--- src/rtl/core/nace_pkg.sv ---
// Shared constants, codes and types of the normalized autocorrelation engine.
package nace_pkg;

  localparam int STORE_DEPTH = 4096;
  localparam int SAMPLE_BITS = 16;

  localparam int OPCODE_W = 2;
  localparam int SAMPLE_W = 16;
  localparam int LAG_W    = 12;
  localparam int BURN_W   = 12;
  localparam int RATIO_W  = 16;
  localparam int STATUS_W = 2;

  localparam int ADDR_W    = $clog2(STORE_DEPTH);
  localparam int CNT_W     = $clog2(STORE_DEPTH + 1);
  localparam int SUM_W     = SAMPLE_BITS + ADDR_W;
  localparam int MEAN_W    = SAMPLE_BITS + 1;
  localparam int DEV_W     = SAMPLE_BITS + 2;
  localparam int PROD_W    = 2 * DEV_W;
  localparam int VAR_W     = 2 * SAMPLE_BITS + ADDR_W;
  localparam int COV_W     = VAR_W + 1;
  localparam int FRAC_BITS = 14;
  localparam int NUM_W     = VAR_W + FRAC_BITS;
  localparam int DEN_W     = VAR_W;
  localparam int STEP_W    = $clog2(NUM_W + 1);
  localparam int IDXSUM_W  = ((LAG_W > ADDR_W) ? LAG_W : ADDR_W) + 1;
  localparam int RATIO_ONE = 1 << FRAC_BITS;

  localparam logic [OPCODE_W-1:0] OP_CLEAR = OPCODE_W'(0);
  localparam logic [OPCODE_W-1:0] OP_PUSH  = OPCODE_W'(1);
  localparam logic [OPCODE_W-1:0] OP_QUERY = OPCODE_W'(2);

  localparam logic [STATUS_W-1:0] STAT_OK       = STATUS_W'(0);
  localparam logic [STATUS_W-1:0] STAT_ZERO_VAR = STATUS_W'(1);
  localparam logic [STATUS_W-1:0] STAT_OVERFLOW = STATUS_W'(2);

  typedef struct packed {
    logic [OPCODE_W-1:0]        opcode;
    logic signed [SAMPLE_W-1:0] sample;
    logic [LAG_W-1:0]           lag;
  } in_item_t;

  typedef struct packed {
    logic [LAG_W-1:0]          lag_echo;
    logic signed [RATIO_W-1:0] ratio;
    logic [STATUS_W-1:0]       status;
  } out_item_t;

  typedef enum logic [2:0] {
    ST_IDLE,
    ST_MEAN,
    ST_PASS,
    ST_RATIO,
    ST_FINISH
  } ctrl_state_e;

  typedef struct packed {
    logic clear;
    logic push;
    logic query_start;
    logic mean_start;
    logic pass_start;
    logic ratio_start;
    logic load_out;
  } nace_cmd_t;

  typedef struct packed {
    logic empty;
    logic div_done;
    logic pass_done;
  } nace_sts_t;

endpackage

--- src/rtl/core/nace_ctrl.sv ---
// Controller: opcode dispatch, query sequencing and output valid.
module nace_ctrl import nace_pkg::*; (
  input  logic                clk_i,
  input  logic                rst_ni,
  input  logic                in_valid_i,
  input  logic [OPCODE_W-1:0] opcode_i,
  input  logic                out_stall_i,
  input  nace_sts_t           sts_i,
  output logic                in_stall_o,
  output logic                out_valid_o,
  output nace_cmd_t           cmd_o
);

  ctrl_state_e state_q, state_d;
  logic        out_valid_q, out_valid_d;

  always_comb begin
    cmd_o   = '0;
    state_d = state_q;
    case (state_q)
      ST_IDLE: begin
        if (in_valid_i) begin
          case (opcode_i)
            OP_CLEAR: cmd_o.clear = 1'b1;
            OP_PUSH:  cmd_o.push  = 1'b1;
            OP_QUERY: begin
              cmd_o.query_start = 1'b1;
              // empty run: variance is zero, skip straight to the result
              if (sts_i.empty) begin
                state_d = ST_FINISH;
              end else begin
                cmd_o.mean_start = 1'b1;
                state_d          = ST_MEAN;
              end
            end
            default: ;
          endcase
        end
      end
      ST_MEAN: begin
        if (sts_i.div_done) begin
          cmd_o.pass_start = 1'b1;
          state_d          = ST_PASS;
        end
      end
      ST_PASS: begin
        if (sts_i.pass_done) begin
          cmd_o.ratio_start = 1'b1;
          state_d           = ST_RATIO;
        end
      end
      ST_RATIO: begin
        if (sts_i.div_done) begin
          state_d = ST_FINISH;
        end
      end
      ST_FINISH: begin
        // hold until the output register is free
        if (!out_valid_q || !out_stall_i) begin
          cmd_o.load_out = 1'b1;
          state_d        = ST_IDLE;
        end
      end
      default: state_d = ST_IDLE;
    endcase
    out_valid_d = cmd_o.load_out | (out_valid_q & out_stall_i);
  end

  always_ff @(posedge clk_i or negedge rst_ni) begin
    if (!rst_ni) begin
      state_q     <= ST_IDLE;
      out_valid_q <= 1'b0;
    end else begin
      state_q     <= state_d;
      out_valid_q <= out_valid_d;
    end
  end

  assign in_stall_o  = (state_q != ST_IDLE);
  assign out_valid_o = out_valid_q;

endmodule

--- config.mk ---
export PLATFORM = sky130hd
export DESIGN_NAME = nace_ctrl
export DESIGN_NICKNAME = d
export VERILOG_FILES = /design/src/rtl/core/nace_pkg.sv /design/src/rtl/core/nace_ctrl.sv
export SDC_FILE = /design/constraint.sdc
export NUM_CORES = 1
export LEC_CHECK = 0
export ABC_CLOCK_PERIOD_IN_PS = 1300
export BUFFER_PORTS_ARGS = -buffer_cell sky130_fd_sc_hd__buf_2
export CAP_MARGIN = 40
export CORE_AREA = 2 2 39 41
export CTS_CLUSTER_SIZE = 12
export DETAILED_ROUTE_END_ITERATION = 12
export DIE_AREA = 0 0 41 43
export GPL_TIMING_DRIVEN = 0
export HOLD_SLACK_MARGIN = 0.02
export PLACE_DENSITY = 0.54
export SLEW_MARGIN = 20
export SYNTH_ARGS = -nofsm -noshare
export SYNTH_HDL_FRONTEND = slang
export SYNTH_SLANG_ARGS = --single-unit
--- constraint.sdc ---
create_clock -name clk_i -period 1.3 [get_ports clk_i]
set_input_delay 0.195 -clock clk_i [delete_from_list [all_inputs] [get_ports clk_i]]
set_output_delay 0.195 -clock clk_i [all_outputs]
set_load 0.03 [all_outputs]
==> metrics list <==
* Fin crit period: 1750 ps
* Number of sinks on the clock net: 4
- Number of nets in the layout: 68
- STA classifies the critical path startpoint as a register.
* Netlist area before placement: 258 um^2
- Clock latency on the worst-skew pair, taken at its later pin, is 240 ps.
- Mean instance size in the synthesized netlist: 9.55 um^2
- The number of hold violations in the final report was 0.
- After layout, the worst setup slack is -449 ps.
- The number of clock buffers added by TritonCTS is 3.
- Routed length per placed instance: 12.5 um
- Share of synthesized area occupied by flip-flops and latches: 38.8%
- The setup path with the least slack is of type register to primary output.
- Core Util, Final: 42.4%
- The first global-routing pass estimated 1.28 mm of wire.
- The cell sitting at the root of the clock tree is a clkbuf_4.
* Total of fill cells in the finished design: 138
* Total cell area at the placement stage: 399 um^2
- Area overhead of the layout relative to synthesis: 128%
* Number of H-tree branching levels: 1
- For this run, design rule violations remaining after detail routing come to 0.
- Once the floorplan was initialized, standard cells occupied 18.6% of the core.
- Among all stages on the critical path, the largest delay is contributed by or3_4.
* Overall via count from detail_route: 337
- For this run, asynchronously set or reset flops after synthesis account for 100%.
- Critical path's top delay family: simple AND/OR/NAND/NOR gates
* Post-route ant nets: 0
* Final estimated routing congestion in global placement: 0.553
* Worst path bufs/invs: 1
* Post-layout instance count excluding filler cells: 73
- The signal on the critical path passes through or3_4 > nor4b_4 > buf_6.
- The clock arrives with 3.72 ps of skew.
- The number of nets in the synthesized netlist is 36.
- Power spread over the standard cell area amounts to 2030 nW/um^2.
- Worst voltage drop across the vdd grid: 0.559 mV
* Number of search-and-repair iterations in the first detailed-routing pass: 4
- Summed over all nets, the half-perimeter wirelength after detailed placement is 603 um.
- Total placed cells including tap cells: 60
* Total detailed-routing wirelength: 913 um
* Setup crit end kind: primary output
- The initial antenna violation count was 0.
- With fillers left out, the area of the finished cells amounts to 587 um^2.
- Cell Rows: 14
- After global routing the overflow that remains totals 0.
- Ant diodes: 0
* Max Clk Rate: 0.572 GHz
- The die covers 1760 um^2.
* Flip-flop cell with the highest count after synthesis: dfrtp_1
- Pin count of the biggest net entering global routing: 6
- The analysis attributes to cell leakage a power of 0.000275 uW.
* Actual slew at the worst max-slew pin: 240 ps
* Overall die width: 41 um
* Aggregate negative setup slack: -2410 ps
- Ranked by total cell area, the synthesized netlist is headed by dfrtp_1 (39%), nor3_1 (5.8%), a221oi_2 (5.8%), nand2_1 (5.8%), nor4b_2 (5.8%).
- The final reports fail on negative setup slack.
* Final setup violation count: 8
- In the final layout, the share of cells above drive strength 1 is 75.4%.
- The count of buffers added on input and output ports is 17.
- The run finished, with violations left.
- In this design, the stage delay of the slowest critical-path cell is 440 ps.
* Clock transition time at the flip-flop clock pins of the worst setup and hold paths: 30 ps
- Part of the cycle the worst path needs: 135%
* Core Footprint: 1380 um^2
- Unrepaired setup endpoints after global routing: true
- The netlist uses 17 different library cells.
- Share of the synthesized area in the top cell type: 38.8%
- Ports placed on the boundary: 18
* Number of enable flip-flop cells after synthesis: 0
- TritonCTS clock tree: built
- Min-delay worst type: input port to register
* Post-synthesis sequential element count: 4
* GR Util All Layers: 11.1%
* Max-Cap Viols: 0
* Required time reported for the critical path endpoint: 1110 ps
- Leaving out fill and tap cells, the most frequent cells in the layout are buf_2 (10), buf_4 (10), buf_6 (7).
- Number of global-route vias before repair: 302
* YS warnings: 0
- DIE HEIGHT: 43 um
* Worst Path Max Fanout: 5
- The worst pin sits at a relative slew slack of 83.9%.
- After the first detailed-routing iteration, the DRC count stood at 3.
- Arrival time of the worst setup path: 1550 ps
* Maximum clock insertion buffer count: 2
* Vias/cell: 4.62
* Number of max-slew violations in the final report: 0
* Number of cells produced by synthesis: 27
- The largest total area in the synthesized netlist belongs to dfrtp_1.
-- sequential cells by signal, indices dropped and copies added, names as in the netlist --
register and count:
out_valid_o 1, state_q 3
-- worst paths after layout --
kind | start | end | slack [ps] | cells past startpoint
worst max-delay path | state_q[2] | cmd_o[6] | -450 | 3
worst min-delay path | sts_i[1] | state_q[0] | 160 | 2
worst max register to register | state_q[2] | state_q[2] | 20 | 4
worst min register to register | out_valid_o | out_valid_o | 630 | 2
max in group asynchronous | rst_ni | state_q[0] | 860 | 2
min in group asynchronous | rst_ni | out_valid_o | 300 | 2
-- metal layers --
metal	vias up	GRT usage, %	part of all wire, %
met5	-	0	0
met4	0	6.00	0
met3	0	3.14	3.5
met2	7	19.1	59
met1	168	11.0	38
li1	162	-	-
-- worst reg2reg max path, delay by kind of cell (launching register included) --
family,cells,cell delay [ps]
and+or+nand+nor,2,550
DFF,1,390
buffers and inverters,1,160
AOI/OAI and AO/OA,1,120
-- Yosys cell counts (2+ instances only) --
| library cell | count |
|---|---|
| dfrtp_1 | 4 |
| a21oi_1 | 2 |
| nor3_1 | 3 |
| or3_1 | 2 |
| nand2_1 | 4 |
-- per-stage QoR --
step	hold WS [ps]	setup WS (ps)	power [uW]
2_1_floorplan	-101	-272	596
4_1_cts	155	-452	1040
6_report	157	-449	1190
3_3_place_gp	0.922	-262	710
5_1_grt	151	-481	1260
3_5_place_dp	3.84	-308	720
-- power by group --
group	leakage (uW)	switching, uW	internal [uW]
clock	0.0000138	50.5	103
sequential	0.0000490	32.2	178
combinational	0.000213	427	398
total	0.000275	510	679
-- kinds of logic (layout without fill, tap and decap cells) --
kind of cell | after synthesis | after routing | synth area share [%]
flip-flops | 4 | 4 | 38.8
buffers and inverters | 2 | 32 | 5.82
AO/OA/AOI/OAI | 5 | 5 | 16.0
XOR/XNOR | 1 | 1 | 3.40
AND/OR/NAND/NOR | 15 | 15 | 35.9
-- timing repair --
item / CTS / global route
gates resized for setup: 15 / 8
hold buffers: 1 / 0
setup endpoints to repair: 8 / 10
pin swaps: 2 / 7
buffers inserted: 6 / 5
endpoints found under the hold margin: 4 / 0
-- final cells by class --
class / instances / area, um^2 / area share, %
repair buffers: 28 / 214 / 36.5
inverters: 1 / 3.75 / 0.640
flip-flops and latches: 4 / 103 / 17.5
multi-input cells: 21 / 224 / 38.2
clock buffers: 3 / 22.5 / 3.84
well taps: 16 / 20.0 / 3.41
Power figures use the tool's default switching activity.
